## config.mk

```make
export PLATFORM = sky130hd
export DESIGN_NAME = bcs_serializer
export DESIGN_NICKNAME = d
export VERILOG_FILES = /design/src/rtl/bcs_pkg.sv /design/src/rtl/bcs_serializer.sv
export VERILOG_INCLUDE_DIRS = /design/src /design/src/rtl
export SDC_FILE = /design/constraint.sdc
export NUM_CORES = 1
export LEC_CHECK = 0
export BUFFER_PORTS_ARGS = -buffer_cell sky130_fd_sc_hd__buf_2
export CAP_MARGIN = 30
export CORE_MARGIN = 2
export CORE_UTILIZATION = 50
export CTS_BUF_LIST = sky130_fd_sc_hd__clkbuf_16
export DETAILED_ROUTE_END_ITERATION = 10
export GPL_TIMING_DRIVEN = 0
export PLACE_DENSITY_LB_ADDON = 0.15
export SETUP_SLACK_MARGIN = 0.3
export SYNTH_ARGS = -nofsm -noshare
export SYNTH_HDL_FRONTEND = slang
export SYNTH_SLANG_ARGS = --single-unit
```

## constraint.sdc

```tcl
create_clock -name i_clk -period 13.14 [get_ports i_clk]
set_clock_uncertainty 0.05 [all_clocks]
set_input_delay 2.628 -clock i_clk [delete_from_list [all_inputs] [get_ports i_clk]]
set_output_delay 2.628 -clock i_clk [all_outputs]
set_load 0.01 [all_outputs]
```

## src/rtl/bezier_curve_split_unit_defines.svh

```systemverilog
// ----------------------------------------------------------------------------
// bezier curve split unit assertion macros
// shared property forms for the concurrent checks of the split unit
// ----------------------------------------------------------------------------
`ifndef BEZIER_CURVE_SPLIT_UNIT_DEFINES_SVH
`define BEZIER_CURVE_SPLIT_UNIT_DEFINES_SVH

// same-cycle implication, disabled while reset is held
`define BCS_ASSERT_NOW(lbl, clk, rst_n, ante, cons, msg) \
    lbl: assert property (@(posedge clk) disable iff (!rst_n) (ante) |-> (cons)) \
        else $error(msg);

// next-cycle implication, disabled while reset is held
`define BCS_ASSERT_NEXT(lbl, clk, rst_n, ante, cons, msg) \
    lbl: assert property (@(posedge clk) disable iff (!rst_n) (ante) |=> (cons)) \
        else $error(msg);

`endif

```

## src/rtl/bcs_pkg.sv

```systemverilog
// ----------------------------------------------------------------------------
// bcs_pkg
// shared constants, point codes and control types of the bezier split unit
// ----------------------------------------------------------------------------
`default_nettype none

package bcs_pkg;

    // default widths
    localparam int COORD_WIDTH_DEF = 24;
    localparam int T_FRAC_BITS_DEF = 16;

    // pipeline shape: input stage plus a multiply and an add stage per level
    localparam int NUM_LVL = 3;
    localparam int NUM_STG = 2 * NUM_LVL + 1;

    // point slots carried along the pipeline
    localparam int PT_P0   = 0;
    localparam int PT_P1   = 1;
    localparam int PT_P2   = 2;
    localparam int PT_P3   = 3;
    localparam int PT_A    = 4;
    localparam int PT_B    = 5;
    localparam int PT_C    = 6;
    localparam int PT_D    = 7;
    localparam int PT_E    = 8;
    localparam int PT_M    = 9;
    localparam int NUM_PTS = 10;

    // output sequence
    localparam int MAX_OUT = 7;
    localparam int IDX_W   = 3;
    localparam logic [IDX_W-1:0] QUAD_LAST  = 3'd4;
    localparam logic [IDX_W-1:0] CUBIC_LAST = 3'd6;

    // curve order codes
    localparam logic FUNC_QUAD  = 1'b0;
    localparam logic FUNC_CUBIC = 1'b1;

    // control from the last pipeline stage into the serializer
    typedef struct packed {
        logic vld;
        logic cubic;
    } t_ser_ctl;

    // first source slot of each interpolation level (level 3 is the result row)
    function automatic int lvl_base(input int lvl);
        int base;
        case (lvl)
            0:       base = PT_P0;
            1:       base = PT_A;
            2:       base = PT_D;
            default: base = PT_M;
        endcase
        return base;
    endfunction

endpackage

`default_nettype wire

```

## src/rtl/bcs_serializer.sv

```systemverilog
// ----------------------------------------------------------------------------
// bcs_serializer
// holds one finished split and sends its points one per transaction
// ----------------------------------------------------------------------------
`default_nettype none
`include "bezier_curve_split_unit_defines.svh"

module bcs_serializer #(
    parameter int COORD_WIDTH = bcs_pkg::COORD_WIDTH_DEF
) (
    input  wire                                 i_clk,
    input  wire                                 i_rst_n,
    input  wire  bcs_pkg::t_ser_ctl             i_ctl,
    output logic                                o_rdy,
    input  wire  signed [COORD_WIDTH-1:0]       i_px [bcs_pkg::MAX_OUT],
    input  wire  signed [COORD_WIDTH-1:0]       i_py [bcs_pkg::MAX_OUT],
    output logic                                m_axis_tvalid,
    input  wire                                 m_axis_tready,
    // px, py
    output logic [((2*COORD_WIDTH+7)/8)*8-1:0]  m_axis_tdata,
    // point_index
    output logic [bcs_pkg::IDX_W-1:0]           m_axis_tuser,
    output logic                                m_axis_tlast
);

    localparam int CW     = COORD_WIDTH;
    localparam int OUT_DW = ((2 * CW + 7) / 8) * 8;
    localparam int NO     = bcs_pkg::MAX_OUT;

    logic                          r_busy;
    logic [bcs_pkg::IDX_W-1:0]     r_idx;
    logic [bcs_pkg::IDX_W-1:0]     r_last;
    logic signed [CW-1:0]          r_sx [NO];
    logic signed [CW-1:0]          r_sy [NO];
    logic                          w_take;
    logic                          w_fin;
    logic                          w_ld;

    // handshake bookkeeping
    assign w_take = r_busy && m_axis_tready;
    assign w_fin  = w_take && (r_idx == r_last);
    assign o_rdy  = !r_busy || w_fin;
    assign w_ld   = i_ctl.vld && o_rdy;

    // sequence control
    always_ff @(posedge i_clk) begin
        if (!i_rst_n) begin
            r_busy <= 1'b0;
            r_idx  <= '0;
            r_last <= '0;
        end else if (w_ld) begin
            r_busy <= 1'b1;
            r_idx  <= '0;
            r_last <= i_ctl.cubic ? bcs_pkg::CUBIC_LAST : bcs_pkg::QUAD_LAST;
        end else if (w_take) begin
            if (w_fin) begin
                r_busy <= 1'b0;
            end else begin
                r_idx <= r_idx + 1'b1;
            end
        end
    end

    // point slots: load whole list, shift one down per transaction
    always_ff @(posedge i_clk) begin
        if (w_ld) begin
            for (int i = 0; i < NO; i++) begin
                r_sx[i] <= i_px[i];
                r_sy[i] <= i_py[i];
            end
        end else if (w_take) begin
            for (int i = 0; i < NO - 1; i++) begin
                r_sx[i] <= r_sx[i+1];
                r_sy[i] <= r_sy[i+1];
            end
        end
    end

    // output channel
    assign m_axis_tvalid = r_busy;
    assign m_axis_tdata  = OUT_DW'({r_sy[0], r_sx[0]});
    assign m_axis_tuser  = r_idx;
    assign m_axis_tlast  = (r_idx == r_last);

    // checks
    `BCS_ASSERT_NOW(a_last_index, i_clk, i_rst_n, m_axis_tvalid && m_axis_tlast, (m_axis_tuser == bcs_pkg::QUAD_LAST) || (m_axis_tuser == bcs_pkg::CUBIC_LAST), "last point at bad index")
    `BCS_ASSERT_NEXT(a_index_step, i_clk, i_rst_n, m_axis_tvalid && m_axis_tready && !m_axis_tlast, m_axis_tvalid && (m_axis_tuser == $past(m_axis_tuser) + 1'b1), "point index did not advance")
    `BCS_ASSERT_NEXT(a_load_start, i_clk, i_rst_n, i_ctl.vld && o_rdy, m_axis_tvalid && (m_axis_tuser == '0), "new split does not start at point zero")
    `BCS_ASSERT_NEXT(a_drain_idle, i_clk, i_rst_n, m_axis_tvalid && m_axis_tready && m_axis_tlast && !i_ctl.vld, !m_axis_tvalid, "serializer busy after last point")

endmodule

`default_nettype wire

```

==> impl_metrics.xml <==
<?xml version="1.0" encoding="UTF-8"?>
<metrics>
  <group name="power">
    <metric name="leakagePower" unit="uW">0.007105</metric>
    <metric name="peakVddDrop" unit="mV">0.09109</metric>
    <metric name="power.density_cell_area" unit="mW/mm^2">140.8</metric>
  </group>
  <group name="placed_design">
    <metric name="port_buffers" unit="">394</metric>
    <metric name="routabilityCongestion" unit="">0.8148</metric>
    <metric name="dp.cells" unit="">1524</metric>
    <metric name="detailed_place.area" unit="sq mm">0.01683</metric>
    <metric name="dp_hpwl" unit="mm">22.48</metric>
  </group>
  <group name="clocking">
    <metric name="cts_root_buf" unit="">sky130_fd_sc_hd__clkbuf_16</metric>
    <metric name="cts.path.max_buffers" unit="">3</metric>
    <metric name="clock_insertion_delay_worst_skew" unit="ns">0.51</metric>
    <metric name="cts-buffers-inserted" unit="">37</metric>
    <metric name="cts_max_level" unit="">2</metric>
    <metric name="cts.repair.resized" unit="">0</metric>
    <metric name="post_cts_setup_buffer_count" unit="">0</metric>
    <metric name="clock_tree_from_tritoncts" unit="">done</metric>
    <metric name="clkSinkCount" unit="">342</metric>
    <metric name="clkTransAtPathRegs" unit="ns">0.05</metric>
    <metric name="ctsHoldBuffers" unit="">0</metric>
  </group>
  <group name="logic_synthesis">
    <metric name="ys_seq_area_share" unit="%">71.76</metric>
    <metric name="synth_fa_ha_area_share" unit="%">0.08794</metric>
    <metric name="synth.net_count" unit="">1088</metric>
    <metric name="synth.mux.area_fraction" unit="%">22.86</metric>
    <metric name="synth_top_family_by_area" unit="">multiplexers</metric>
    <metric name="synth_area" unit="sq mm">0.01423</metric>
    <metric name="netlist_instances" unit="">746</metric>
    <metric name="synth_warnings" unit="">0</metric>
    <metric name="average_instance_area_after_synthesis" unit="sq um">19.07</metric>
    <metric name="unique_cell_type_count_in_the_yosys_netlist" unit="">27</metric>
    <metric name="yosys.area_share.simple" unit="%">0.5628</metric>
    <metric name="synthXorXnorAreaFrac" unit="%">0.1231</metric>
    <metric name="synth-compound-area-share" unit="%">0.8530</metric>
    <metric name="post_synthesis_register_bit_count" unit="">342</metric>
  </group>
  <group name="floorplanning">
    <metric name="floorplan.die_area" unit="sq mm">0.02982</metric>
    <metric name="die_height" unit="microns">172.7</metric>
    <metric name="design.core.area" unit="sq mm">0.02793</metric>
    <metric name="die_width" unit="microns">172.7</metric>
    <metric name="rows" unit="">61</metric>
    <metric name="top_level_ports" unit="">395</metric>
    <metric name="start_util" unit="%">50.94</metric>
  </group>
  <group name="detailed_routing">
    <metric name="detail_route.drc_violations" unit="">0</metric>
    <metric name="wl" unit="mm">30.68</metric>
    <metric name="drt_iter0_drc" unit="">502</metric>
    <metric name="route.detailed.vias_per_inst" unit="">4.902</metric>
    <metric name="drt_pre_antenna_iters" unit="">4</metric>
    <metric name="detail_route.wl_per_cell" unit="microns">19.28</metric>
    <metric name="total_via_count_after_detailed_routing" unit="">7799</metric>
    <metric name="drtAntennaViolNets" unit="">0</metric>
  </group>
  <group name="critical_path">
    <metric name="crit_required" unit="ns">10.46</metric>
    <metric name="crit_path_category" unit="">input pin to output pin</metric>
    <metric name="timing.critical_path.fanout_max" unit="">5</metric>
    <metric name="crit_path_start_kind" unit="">input pin</metric>
    <metric name="critPathArrivalTime" unit="ns">3.39</metric>
    <metric name="cp-end-kind" unit="">output pin</metric>
  </group>
  <group name="run_status">
    <metric name="status" unit="">finished, final reports clean</metric>
  </group>
  <group name="global_routing">
    <metric name="grt_util_all_layers" unit="%">20.39</metric>
    <metric name="antenna_found_initial" unit="">9</metric>
    <metric name="grt_pass1_wl" unit="mm">46.66</metric>
    <metric name="grt_max_degree" unit="">73</metric>
    <metric name="grt_overflow_total" unit="">0</metric>
    <metric name="via_count_of_the_first_global_routing_pass" unit="">8131</metric>
  </group>
  <group name="timing">
    <metric name="finalHoldWorstSlack" unit="ns">0.4226</metric>
    <metric name="rsz0062_at_grt" unit="">no</metric>
    <metric name="tightest_pin_transition" unit="ns">0.8999</metric>
    <metric name="max-slew-margin-rel" unit="%">40.01</metric>
    <metric name="setup_viol_count_final" unit="">0</metric>
    <metric name="timing.final.crit_period" unit="ns">6.066</metric>
    <metric name="max_freq" unit="MHz">164.9</metric>
    <metric name="report.final.hold_viol_count" unit="">0</metric>
    <metric name="totalNegativeSetupSlack" unit="ns">0</metric>
    <metric name="final_count_of_pins_violating_max_slew" unit="">0</metric>
    <metric name="min_period_over_period" unit="%">46.16</metric>
  </group>
  <group name="job">
    <metric name="maxCapViolCount" unit="">0</metric>
  </group>
  <group name="finish">
    <metric name="finalNonFillerCells" unit="">1591</metric>
    <metric name="n_fill_cell" unit="">2084</metric>
    <metric name="design.final.nets" unit="">1527</metric>
    <metric name="design_area" unit="sq mm">0.01790</metric>
    <metric name="layout_overhead_on_the_synthesized_area" unit="%">25.77</metric>
    <metric name="share_of_layout_cells_above_drive_strength_1" unit="%">67.63</metric>
  </group>
  <group name="worst_hold_path">
    <metric name="hold_path_class" unit="">flip-flop to flip-flop</metric>
  </group>
</metrics>
flip-flops by register name, summed over array words and instances, names as in the netlist:
register / flops
r_last: 2
m_axis_tuser: 3
r_sy: 168
m_axis_tvalid: 1
r_sx: 168
final cells by class:
cell class              count  area (sq um)  area share (%)
clock inverters            22         115.1          0.6432
flip-flops and latches    342         10210           57.05
diodes                      8         20.02          0.1119
repair buffers            400          2112           11.80
clock buffers              37         925.9           5.174
well taps                 378         473.0           2.643
plain buffers              80         519.2           2.901
inverters                   4         15.01         0.08390
multi-input cells         320          3506           19.59
layout by cell type (no fill, tap or decap), drive strengths merged:
master | Yosys | routed
mux2 | 288 | 288
inv | 4 | 13
nand2b | 1 | 1
a21oi | 1 | 1
clkbuf | 1 | 38
o21ai | 2 | 2
o41ai | 2 | 2
nand3b | 1 | 1
a21boi | 1 | 1
buf | 79 | 479
ha | 1 | 1
dfxtp | 6 | 6
o31ai | 1 | 1
xor2 | 2 | 2
nor2b | 2 | 2
nand2 | 6 | 6
bufinv | 0 | 1
clkinv | 0 | 12
nor3 | 1 | 1
edfxtp | 336 | 336
or4b | 2 | 2
o311ai | 3 | 3
o21a | 1 | 1
diode | 0 | 8
a311oi | 1 | 1
and2 | 1 | 1
a31oi | 2 | 2
mux2i | 1 | 1
cells by family after synthesis:
kind of cell | count (synthesis)
DFF | 342
and+or+nand+nor | 14
adders and majority gates | 1
muxes | 289
AOI/OAI and AO/OA | 14
xor gates and xnor gates | 2
buffers and inverters | 84
per-layer routing:
metal	wire length (microns)	global-route usage (%)	share of wire (%)
met1	12910	26.37	42
met2	14850	33.77	48
met3	2023	5.079	6.6
met4	886	7.168	2.9
met5	10	0	0.033
cells in the mapped netlist, drive strengths merged:
library cell / instances / share of area (%)
a21boi: 1 / 0.053
a21oi: 1 / 0.035
a311oi: 1 / 0.062
a31oi: 2 / 0.088
and2: 1 / 0.044
buf: 79 / 3.6
clkbuf: 1 / 0.026
dfxtp: 6 / 0.84
edfxtp: 336 / 71
ha: 1 / 0.088
inv: 4 / 0.11
mux2: 288 / 23
mux2i: 1 / 0.070
nand2: 6 / 0.16
nand2b: 1 / 0.044
nand3b: 1 / 0.053
nor2b: 2 / 0.088
nor3: 1 / 0.035
o21a: 1 / 0.053
o21ai: 2 / 0.070
o311ai: 3 / 0.18
o31ai: 1 / 0.053
o41ai: 2 / 0.26
or4b: 2 / 0.14
xor2: 2 / 0.12
worst max-delay path: stages:
cell and delay [ns]:
sky130_fd_sc_hd__buf_2 0.12, sky130_fd_sc_hd__inv_1 0.05, sky130_fd_sc_hd__o41ai_1 0.39, sky130_fd_sc_hd__buf_2 0.20
power breakdown:
group          internal, uW  total (uW)  switching [uW]
Combinational           141         258             117
Clock                   525         913             388
Sequential             1320        1350            25.8
through the flow:
stage	total power, uW	setup slack [ns]	utilization (%)
3_3_place_gp	1649	0.5941	59.69
5_1_grt	2610	6.985	64.06
4_1_cts	2542	7.093	63.99
6_report	2519	7.074	64.06
3_5_place_dp	1630	7.098	60.27
2_1_floorplan	1539	3.559	-
path summary, 6_finish.rpt:
check	from	to	slack, ns	cells past startpoint
min	r_last[1]	r_last[1]	0.42	2
max	m_axis_tready	o_rdy	7.07	4
max reg2reg	m_axis_tuser[1]	r_sy[0][29]	10.26	5
min reg2reg	r_last[1]	r_last[1]	0.42	2
(Power assumes the default switching activity.)
