File: src/rtl/bezier_curve_split_unit_defines.svh
// ----------------------------------------------------------------------------
// bezier curve split unit assertion macros
// shared property forms for the concurrent checks of the split unit
// ----------------------------------------------------------------------------
`ifndef BEZIER_CURVE_SPLIT_UNIT_DEFINES_SVH
`define BEZIER_CURVE_SPLIT_UNIT_DEFINES_SVH

// same-cycle implication, disabled while reset is held
`define BCS_ASSERT_NOW(lbl, clk, rst_n, ante, cons, msg) \
    lbl: assert property (@(posedge clk) disable iff (!rst_n) (ante) |-> (cons)) \
        else $error(msg);

// next-cycle implication, disabled while reset is held
`define BCS_ASSERT_NEXT(lbl, clk, rst_n, ante, cons, msg) \
    lbl: assert property (@(posedge clk) disable iff (!rst_n) (ante) |=> (cons)) \
        else $error(msg);

`endif

File: src/rtl/bcs_pkg.sv
// ----------------------------------------------------------------------------
// bcs_pkg
// shared constants, point codes and control types of the bezier split unit
// ----------------------------------------------------------------------------
`default_nettype none

package bcs_pkg;

    // default widths
    localparam int COORD_WIDTH_DEF = 24;
    localparam int T_FRAC_BITS_DEF = 16;

    // pipeline shape: input stage plus a multiply and an add stage per level
    localparam int NUM_LVL = 3;
    localparam int NUM_STG = 2 * NUM_LVL + 1;

    // point slots carried along the pipeline
    localparam int PT_P0   = 0;
    localparam int PT_P1   = 1;
    localparam int PT_P2   = 2;
    localparam int PT_P3   = 3;
    localparam int PT_A    = 4;
    localparam int PT_B    = 5;
    localparam int PT_C    = 6;
    localparam int PT_D    = 7;
    localparam int PT_E    = 8;
    localparam int PT_M    = 9;
    localparam int NUM_PTS = 10;

    // output sequence
    localparam int MAX_OUT = 7;
    localparam int IDX_W   = 3;
    localparam logic [IDX_W-1:0] QUAD_LAST  = 3'd4;
    localparam logic [IDX_W-1:0] CUBIC_LAST = 3'd6;

    // curve order codes
    localparam logic FUNC_QUAD  = 1'b0;
    localparam logic FUNC_CUBIC = 1'b1;

    // control from the last pipeline stage into the serializer
    typedef struct packed {
        logic vld;
        logic cubic;
    } t_ser_ctl;

    // first source slot of each interpolation level (level 3 is the result row)
    function automatic int lvl_base(input int lvl);
        int base;
        case (lvl)
            0:       base = PT_P0;
            1:       base = PT_A;
            2:       base = PT_D;
            default: base = PT_M;
        endcase
        return base;
    endfunction

endpackage

`default_nettype wire

File: src/rtl/bcs_lerp.sv
// ----------------------------------------------------------------------------
// bcs_lerp
// one interpolation lane: a + round((b - a) * t), registered product,
// rounding, add and saturation in the following stage
// ----------------------------------------------------------------------------
`default_nettype none

module bcs_lerp #(
    parameter int COORD_WIDTH = bcs_pkg::COORD_WIDTH_DEF,
    parameter int T_FRAC_BITS = bcs_pkg::T_FRAC_BITS_DEF
) (
    input  wire                            i_clk,
    input  wire                            i_en,
    input  wire  signed [COORD_WIDTH-1:0]  i_a,
    input  wire  signed [COORD_WIDTH-1:0]  i_b,
    input  wire         [T_FRAC_BITS:0]    i_t,
    output logic signed [COORD_WIDTH-1:0]  o_res
);

    localparam int CW = COORD_WIDTH;
    localparam int TF = T_FRAC_BITS;
    localparam int PW = CW + TF + 2;
    localparam int SW = CW + 2;

    localparam logic signed [PW-1:0] HALF = PW'(64'd1 << (TF - 1));
    localparam logic signed [SW-1:0] MAXV = SW'((64'sd1 <<< (CW - 1)) - 64'sd1);
    localparam logic signed [SW-1:0] MINV = -MAXV - SW'(1);

    logic signed [PW-1:0] w_d;
    logic signed [PW-1:0] w_t;
    logic signed [PW-1:0] r_prod;
    logic signed [CW-1:0] r_a;
    logic signed [PW-1:0] w_rnd;
    logic signed [SW-1:0] w_sh;
    logic signed [SW-1:0] w_sum;

    // difference and multiplier operands, sign extended
    always_comb begin
        w_d = PW'({{2{i_b[CW-1]}}, i_b}) - PW'({{2{i_a[CW-1]}}, i_a});
        w_d = {{(PW-CW-1){w_d[CW]}}, w_d[CW:0]};
        w_t = PW'({1'b0, i_t});
    end

    // product stage
    always_ff @(posedge i_clk) begin
        if (i_en) begin
            r_prod <= w_d * w_t;
            r_a    <= i_a;
        end
    end

    // round to nearest with ties up, add and saturate
    always_comb begin
        w_rnd = r_prod + HALF;
        w_sh  = w_rnd[PW-1:TF];
        w_sum = {{2{r_a[CW-1]}}, r_a} + w_sh;
        if (w_sum > MAXV) begin
            o_res = MAXV[CW-1:0];
        end else if (w_sum < MINV) begin
            o_res = MINV[CW-1:0];
        end else begin
            o_res = w_sum[CW-1:0];
        end
    end

endmodule

`default_nettype wire

File: config.mk
export PLATFORM = sky130hd
export DESIGN_NAME = bcs_lerp
export DESIGN_NICKNAME = d
export VERILOG_FILES = /design/src/rtl/bezier_curve_split_unit_defines.svh /design/src/rtl/bcs_pkg.sv /design/src/rtl/bcs_lerp.sv
export SDC_FILE = /design/constraint.sdc
export NUM_CORES = 1
export LEC_CHECK = 0
export ABC_AREA = 1
export BUFFER_PORTS_ARGS = -buffer_cell sky130_fd_sc_hd__clkbuf_2
export CAP_MARGIN = 20
export CORE_MARGIN = 2
export CORE_UTILIZATION = 60
export CTS_BUF_LIST = sky130_fd_sc_hd__clkbuf_2 sky130_fd_sc_hd__clkbuf_4 sky130_fd_sc_hd__clkbuf_8
export CTS_CLUSTER_SIZE = 16
export DETAILED_ROUTE_END_ITERATION = 16
export HOLD_SLACK_MARGIN = 0.03
export PLACE_DENSITY = 0.77
export RECOVER_POWER = 50
export SYNTH_ARGS = -nofsm -noshare
export SYNTH_HDL_FRONTEND = slang
export SYNTH_SLANG_ARGS = --single-unit
File: constraint.sdc
create_clock -name i_clk -period 18.7 [get_ports i_clk]
set_clock_uncertainty 0.15 [all_clocks]
set_input_delay 1.87 -clock i_clk [delete_from_list [all_inputs] [get_ports i_clk]]
set_output_delay 1.87 -clock i_clk [all_outputs]
set_load 0.01 [all_outputs]
==> flow_metrics.env, run 1 <==
export IMPL_cts_tree="done"
export IMPL_max_slew_margin_rel_pct=-96.4
export IMPL_vias=18800
export IMPL_synthFlopType="edfxtp_1"
export IMPL_die_y_um=192
export IMPL_post_cts_buffers=0
export IMPL_async_flop_share_pct=0
export IMPL_drive_gt1_share_pct=5.73
export IMPL_cp_end_kind="flip-flop"
export IMPL_rsz0062_at_grt="false"
export IMPL_dp_hpwl_um=56400
export IMPL_grt_pass1_wl_um=106000
export IMPL_critPathArrivalTime_ns=9.98
export IMPL_drt_iter0_drc=1778
export IMPL_die_w_um=192
export IMPL_portBuffers=90
export IMPL_yosys_top_cells_area="fa_1 38%, inv_1 12%, nand2_1 9.1%"
export IMPL_synth_nets=3428
export IMPL_synth_distinct_cells=50
export IMPL_synthTopCellsByCount="691 x inv_1, 514 x nand2_1, 405 x fa_1, 349 x nor2_1, 186 x nand3_1"
export IMPL_wl_met3_um=7080
export IMPL_crit_slowest_cell="fa_1"
export IMPL_wl_per_cell_um=20.0
export IMPL_cts_htree_levels=2
export IMPL_crit_type="primary input to flip-flop"
export IMPL_track_usage_pct=37.9
export IMPL_syn_area_sq_um=21200
export IMPL_first_global_vias=19800
export IMPL_areaGrowthSynthToFinish_pct=3.76
export IMPL_clk_pin_slew_ns=0.12
export IMPL_yosysTopAreaCell="fa_1"
export IMPL_cp_max_fo=17
export IMPL_fin_setup_tns_ns=0
export IMPL_wirelength_um=65900
export IMPL_start_util_pct=61.1
export IMPL_syn_avg_cell_area_sq_um=7.56
export IMPL_synth_most_common_cell="inv_1"
export IMPL_fin_crit_sh_pct=53.6
export IMPL_start_kind="primary input"
export IMPL_synth_edf_count=51
export IMPL_hold_path_class="primary input to flip-flop"
export IMPL_cpMostUsedCell="inv_1"
export IMPL_via_per_inst=5.70
export IMPL_core_area_sq_um=34700
export IMPL_nets=3466
export IMPL_cts_resized=0
export IMPL_rows=68
export IMPL_drv_slew=52
export IMPL_syn_inst=2806
export IMPL_grt_overflow=0
export IMPL_gp_congestion=0.994
export IMPL_hold_violations=0
export IMPL_ys_seq_area_share_pct=7.22
export IMPL_wl_met2_um=30100
export IMPL_fin_crit_ns=10.03
export IMPL_fmax_mhz=99.7
export IMPL_status="finished with violations"
export IMPL_yosysWarnings=0
export IMPL_routed_top_layer="met4"
export IMPL_final_antenna_net_count=0
export IMPL_wl_met1_um=25200
export IMPL_synth_top_area_share_pct=38.2
export IMPL_worst_pin_slew_ns=2.95
export IMPL_cts_buffers=5
export IMPL_ys_ff_latch=51
export IMPL_io_pins=91
export IMPL_dieArea_sq_um=36900
export IMPL_antenna_found_initial=0
export IMPL_violations="max-capacitance violations, max-slew violations"
export IMPL_clock_path_buffers=2
export IMPL_cp_buffers_inverters=7
export IMPL_drc=0
export IMPL_cap_violations=1
export IMPL_diodes=0
export IMPL_critPathRequiredTime_ns=18.65
export IMPL_cts_sinks=51
export IMPL_postCtsHoldBufs=0
export IMPL_slowest_delay_ns=0.94
export IMPL_dr_pass1_iters=7
export IMPL_grt_max_degree=52
export IMPL_setup_viol_count_final=0
export IMPL_cts_root_buf="clkbuf_8"
export IMPL_crit_family="adder cells"
## kinds of logic after synthesis
kind of cell	Yosys count	share of synthesized area (%)
DFF	51	7.22
adders and majority gates	555	47.1
and+or+nand+nor	1178	23.9
AOI/OAI and AO/OA	182	4.79
xor gates and xnor gates	72	3.04
buffers and inverters	768	14.0
## stage by stage
| step | hold WS, ns | worst slack (ns) | utilization [%] | instance area (sq um) | instances |
|---|---|---|---|---|---|
| floorplan | 1.82 | 9.75 | - | 21200 | 2806 |
| global placement | 1.92 | 8.65 | 63.2 | 21900 | 3292 |
| detailed placement | 1.92 | 8.48 | 63.2 | 21900 | 3292 |
| CTS | 1.57 | 8.82 | 63.5 | 22000 | 3300 |
| global route | 1.60 | 8.03 | 63.4 | 22000 | 3300 |
| finish | 1.59 | 8.67 | 63.4 | 22000 | 3300 |
## area by class of cell
type,instances,area (sq um)
flip-flops and latches,51,1530
inverters,703,2640
well taps,455,569
multi-input cells,1987,16700
repair buffers,96,462
fillers,3173,12700
clock inverters,3,27.5
clock buffers,5,68.8
## cell usage in the layout, fill, tap and decap left out, types with 3 or more instances in the layout
cell,count
nand2_2,23
o21bai_1,15
xor2_1,43
nor2_1,349
nor4_1,3
nor3_1,18
a21oi_2,5
nor2_2,15
nand3_1,186
clkbuf_2,66
a31oi_1,6
a21oi_1,90
o21a_1,3
clkbuf_1,25
xnor2_1,27
ha_1,150
fa_1,405
or2_2,12
nand4_1,28
buf_4,5
o21ai_2,3
nor3_2,4
o21ai_1,3
nand2_1,514
o21ai_0,48
clkbuf_8,5
clkinv_1,7
nand4_2,4
inv_2,5
a21o_1,5
inv_1,691
nand3b_1,4
a21boi_0,3
edfxtp_1,51
and3_1,3
## registers in the layout, summed over array words and instances (netlist names)
register / count
r_a: 24
r_prod: 27
## final timing paths
path	to	cells after the start	startpoint
setup / recovery	r_prod[39]	31	i_a[19]
hold / removal	r_a[23]	1	i_a[23]
## routing by layer
layer	track usage, %	vias to the layer above
met5	0	-
met3	8.42	222
met2	62.0	1013
met4	16.7	0
li1	-	8463
met1	48.5	9097
Power of run 1 is not shown: default switching activity piles up to over one toggle a cycle in this logic, so the estimate is an artifact.
==> inputs of run 2 (changes only) <==
==> constraint.sdc (replaced) <==
create_clock -name i_clk -period 10.3 [get_ports i_clk]
set_clock_uncertainty 0.15 [all_clocks]
set_input_delay 1.03 -clock i_clk [delete_from_list [all_inputs] [get_ports i_clk]]
set_output_delay 1.03 -clock i_clk [all_outputs]
set_load 0.01 [all_outputs]
==> flow_metrics.env, run 2 (synthesis results as in run 1) <==
export IMPL_start_kind="primary input"
export IMPL_grt_max_degree=52
export IMPL_top_regs="r_prod: 27 flops, r_a: 24 flops"
export IMPL_cp_max_fo=17
export IMPL_diodes=0
export IMPL_final_common_cell="inv_1"
export IMPL_cts_tree="done"
export IMPL_rsz0062_at_grt="false"
export IMPL_first_global_vias=19400
export IMPL_core_area_sq_um=34700
export IMPL_portBuffers=90
export IMPL_nets=3468
export IMPL_start_util_pct=61.1
export IMPL_via_per_inst=5.67
export IMPL_die_y_um=192
export IMPL_drc=0
export IMPL_track_usage_pct=36.9
export IMPL_worst_slack_ns=1.49
export IMPL_cts_root_buf="clkbuf_8"
export IMPL_worst_pin_slew_ns=2.86
export IMPL_dp_cells=3294
export IMPL_final_antenna_net_count=0
export IMPL_drive_gt1_share_pct=5.83
export IMPL_fin_crit_sh_pct=85.6
export IMPL_critPathArrivalTime_ns=8.76
export IMPL_max_flop_register="r_prod"
export IMPL_crit_slowest_cell="fa_1"
export IMPL_crit_type="primary input to flip-flop"
export IMPL_multi_input_area_sq_um=16700
export IMPL_setup_viol_count_final=0
export IMPL_cts_htree_levels=2
export IMPL_cts_sinks=51
export IMPL_drv_slew=52
export IMPL_fillers=3183
export IMPL_clock_path_buffers=2
export IMPL_largest_register_ffs=27
export IMPL_hold_violations=0
export IMPL_areaGrowthSynthToFinish_pct=3.80
export IMPL_fin_setup_tns_ns=0
export IMPL_whs_path_depth=1
export IMPL_dp_slack_ns=1.19
export IMPL_grt_pass1_wl_um=103000
export IMPL_dieArea_sq_um=36900
export IMPL_violations="max-capacitance violations, max-slew violations"
export IMPL_cts_buffers=5
export IMPL_fmax_mhz=113
export IMPL_fin_crit_ns=8.81
export IMPL_dr_pass1_iters=6
export IMPL_cpMostUsedCell="inv_1"
export IMPL_post_cts_buffers=0
export IMPL_drt_iter0_drc=1743
export IMPL_critPathRequiredTime_ns=10.25
export IMPL_cp_buffers_inverters=8
export IMPL_cts_resized=0
export IMPL_hold_path_class="primary input to flip-flop"
export IMPL_vias=18700
export IMPL_max_slew_margin_rel_pct=-90.7
export IMPL_regArea_sq_um=1530
export IMPL_io_pins=91
export IMPL_cp_end_kind="flip-flop"
export IMPL_die_w_um=192
export IMPL_status="finished with violations"
export IMPL_wirelength_um=65100
export IMPL_postCtsHoldBufs=0
export IMPL_cp_depth=33
export IMPL_slowest_delay_ns=0.92
export IMPL_wl_per_cell_um=19.7
export IMPL_rows=68
export IMPL_most_common_layout_cells="691 x inv_1, 514 x nand2_1, 405 x fa_1"
export IMPL_antenna_found_initial=1
export IMPL_crit_family="adder cells"
export IMPL_final_cells=3302
export IMPL_dp_hpwl_um=56100
export IMPL_cap_violations=1
export IMPL_gp_congestion=0.983
export IMPL_clk_pin_slew_ns=0.10
export IMPL_grt_overflow=0
## run 2: cell types whose count changed in the layout (fill, tap and decap cells not counted), sizes merged
cell / delta
buf: +2
clkbuf: +1
inv: -2
clkinv: +1
## run 2: cell type report
| type | count | area share, % |
|---|---|---|
| Multi-Input combinational cell | 1987 | 75.9 |
| Timing Repair Buffer | 98 | 2.17 |
| Clock buffer | 6 | 0.347 |
| Inverter | 703 | 12.0 |
| Clock inverter | 2 | 0.0568 |
| Tap cell | 455 | 2.59 |
| Sequential cell | 51 | 6.95 |
## run 2: layer usage
| metal | vias up | wire length (um) | GRT usage [%] |
|---|---|---|---|
| li1 | 8454 | - | - |
| met2 | 1020 | 30300 | 61.3 |
| met3 | 230 | 6740 | 7.56 |
| met5 | - | 14 | 0 |
| met4 | 2 | 3290 | 15.6 |
| met1 | 9026 | 24800 | 47.2 |
## run 2: metrics by stage
stage / hold WS (ns) / cell area [sq um] / utilization [%]
finish: 0.747 / 22000 / 63.4
global route: 0.729 / 22000 / 63.4
CTS: 0.735 / 22100 / 63.5
detailed placement: 1.08 / 22000 / 63.3
global placement: 1.07 / 22000 / 63.3
floorplan: 0.979 / 21200 / -
## run 2: final timing paths
| kind | startpoint | endpoint |
|---|---|---|
| worst max-delay path | i_a[0] | r_prod[41] |
| worst min-delay path | i_a[22] | r_a[22] |
Power of run 2 is left out for the same reason.
==> inputs of run 3 (changes only) <==
--- a/config.mk
+++ b/config.mk
@@ -8,13 +8,14 @@
 export ABC_AREA = 1
 export BUFFER_PORTS_ARGS = -buffer_cell sky130_fd_sc_hd__clkbuf_2
 export CAP_MARGIN = 20
+export CORE_ASPECT_RATIO = 0.9
 export CORE_MARGIN = 2
 export CORE_UTILIZATION = 60
 export CTS_BUF_LIST = sky130_fd_sc_hd__clkbuf_2 sky130_fd_sc_hd__clkbuf_4 sky130_fd_sc_hd__clkbuf_8
 export CTS_CLUSTER_SIZE = 16
 export DETAILED_ROUTE_END_ITERATION = 16
 export HOLD_SLACK_MARGIN = 0.03
-export PLACE_DENSITY = 0.77
+export PLACE_DENSITY = 0.8
 export RECOVER_POWER = 50
 export SYNTH_ARGS = -nofsm -noshare
 export SYNTH_HDL_FRONTEND = slang
==> constraint.sdc (replaced) <==
create_clock -name i_clk -period 8.1 [get_ports i_clk]
set_clock_uncertainty 0.15 [all_clocks]
set_input_delay 0.81 -clock i_clk [delete_from_list [all_inputs] [get_ports i_clk]]
set_output_delay 0.81 -clock i_clk [all_outputs]
set_load 0.01 [all_outputs]
==> flow_metrics.env, run 3 (synthesis results as in run 1) <==
export IMPL_track_usage_pct=38.6
export IMPL_use_met3_pct=9.11
export IMPL_top_regs="r_prod: 27 flops, r_a: 24 flops"
export IMPL_dp_hpwl_um=59600
export IMPL_fillers=3096
export IMPL_cts_htree_levels=2
export IMPL_fin_crit_ns=7.94
export IMPL_die_y_um=182
export IMPL_most_common_layout_cells="691 x inv_1, 513 x nand2_1, 404 x fa_1"
export IMPL_cts_buffers=5
export IMPL_rows=65
export IMPL_areaGrowthSynthToFinish_pct=9.74
export IMPL_largest_register_ffs=27
export IMPL_via_per_inst=5.60
export IMPL_cts_root_buf="clkbuf_8"
export IMPL_dpl_cell_area_sq_um=23100
export IMPL_diodes=0
export IMPL_core_area_sq_um=35000
export IMPL_regArea_sq_um=1530
export IMPL_antenna_found_initial=1
export IMPL_cts_tree="done"
export IMPL_status="finished with violations"
export IMPL_nets=3621
export IMPL_rsz0062_at_grt="false"
export IMPL_crit_type="primary input to flip-flop"
export IMPL_top_usage_layer="met2"
export IMPL_hold_violations=0
export IMPL_grt_overflow=0
export IMPL_fin_crit_sh_pct=98.0
export IMPL_max_slew_margin_rel_pct=-94.8
export IMPL_io_pins=91
export IMPL_portBuffers=90
export IMPL_grt_max_degree=52
export IMPL_grt_use_met1_pct=51.0
export IMPL_crit_slowest_cell="fa_1"
export IMPL_first_global_vias=20300
export IMPL_drv_slew=52
export IMPL_setup_viol_count_final=0
export IMPL_cts_resized=0
export IMPL_vias=19400
export IMPL_violations="max-capacitance violations, max-slew violations"
export IMPL_final_common_cell="inv_1"
export IMPL_die_w_um=202
export IMPL_post_cts_buffers=0
export IMPL_dieArea_sq_um=36900
export IMPL_critPathRequiredTime_ns=8.07
export IMPL_whs_path_depth=1
export IMPL_hold_path_class="primary input to flip-flop"
export IMPL_holdPathEnd="r_a[20]"
export IMPL_gp_congestion=1.06
export IMPL_cp_end_kind="flip-flop"
export IMPL_critPathArrivalTime_ns=7.91
export IMPL_slowest_delay_ns=0.55
export IMPL_postCtsHoldBufs=0
export IMPL_start_kind="primary input"
export IMPL_drive_gt1_share_pct=11.2
export IMPL_cp_max_fo=6
export IMPL_multi_input_area_sq_um=16800
export IMPL_dr_pass1_iters=6
export IMPL_drt_iter0_drc=2002
export IMPL_cap_violations=1
export IMPL_worst_pin_slew_ns=2.92
export IMPL_wirelength_um=68000
export IMPL_hp_start="i_a[20]"
export IMPL_post_route_util_pct=66.6
export IMPL_max_flop_register="r_prod"
export IMPL_wl_per_cell_um=19.6
export IMPL_drc=0
export IMPL_clk_pin_slew_ns=0.11
export IMPL_met2_usage_pct=61.0
export IMPL_fin_setup_tns_ns=0
export IMPL_final_antenna_net_count=0
export IMPL_start_util_pct=60.7
export IMPL_fmax_mhz=126
export IMPL_fin_worst_hold_slack_ns=0.518
export IMPL_clock_path_buffers=2
export IMPL_stdcell_area_sq_um=23300
export IMPL_cts_sinks=51
export IMPL_grt_pass1_wl_um=109000
## run 3: cell count changes in the layout (fill, tap and decap cells not counted), moves of 3 or more
| cell | previous run | this run |
|---|---|---|
| o21ai_0 | 48 | 44 |
| nand2_4 | 2 | 5 |
| clkbuf_1 | 24 | 16 |
| clkbuf_2 | 67 | 75 |
| o21ai_1 | 3 | 7 |
| buf_4 | 7 | 159 |
## run 3: routing by layer
metal / vias to the layer above / part of all wire, %
li1: 8762 / -
met1: 9319 / 38
met2: 1115 / 44
met3: 218 / 12
met4: 2 / 5.8
met5: - / 0.019
## run 3: worst max path at each step
stage,from,cells past startpoint,to,slack [ns]
3_5_place_dp,i_a[0],34,r_prod[37],-0.13
6_report,i_a[6],29,r_prod[17],0.16
4_1_cts,i_a[0],34,r_prod[37],0.22
3_3_place_gp,i_b[0],34,r_prod[37],-0.06
2_1_floorplan,i_b[0],35,r_prod[41],0.21
5_1_grt,i_b[0],32,r_prod[41],0.004
## run 3: worst max-delay path, delay by kind of cell
kind	cells	cell delay, ns
adders and majority gates	8	3.88
and+or+nand+nor	9	1.46
AOI/OAI and AO/OA	2	0.56
xor gates and xnor gates	1	0.25
buffers and inverters	9	0.97
## run 3: area by class of cell
| cell class | instances | area share, % |
|---|---|---|
| clock buffers | 5 | 0.296 |
| multi-input cells | 1987 | 72.1 |
| clock inverters | 3 | 0.118 |
| well taps | 469 | 2.52 |
| flip-flops and latches | 51 | 6.58 |
| repair buffers | 251 | 7.08 |
| inverters | 703 | 11.3 |
## run 3: per-stage QoR
step,instances,setup WS [ns]
after detailed placement,3461,-0.130
after floorplan,2806,0.211
after global placement,3461,-0.0602
after global routing,3469,0.00357
final,3469,0.162
after CTS,3469,0.223
Power of run 3 is left out for the same reason.
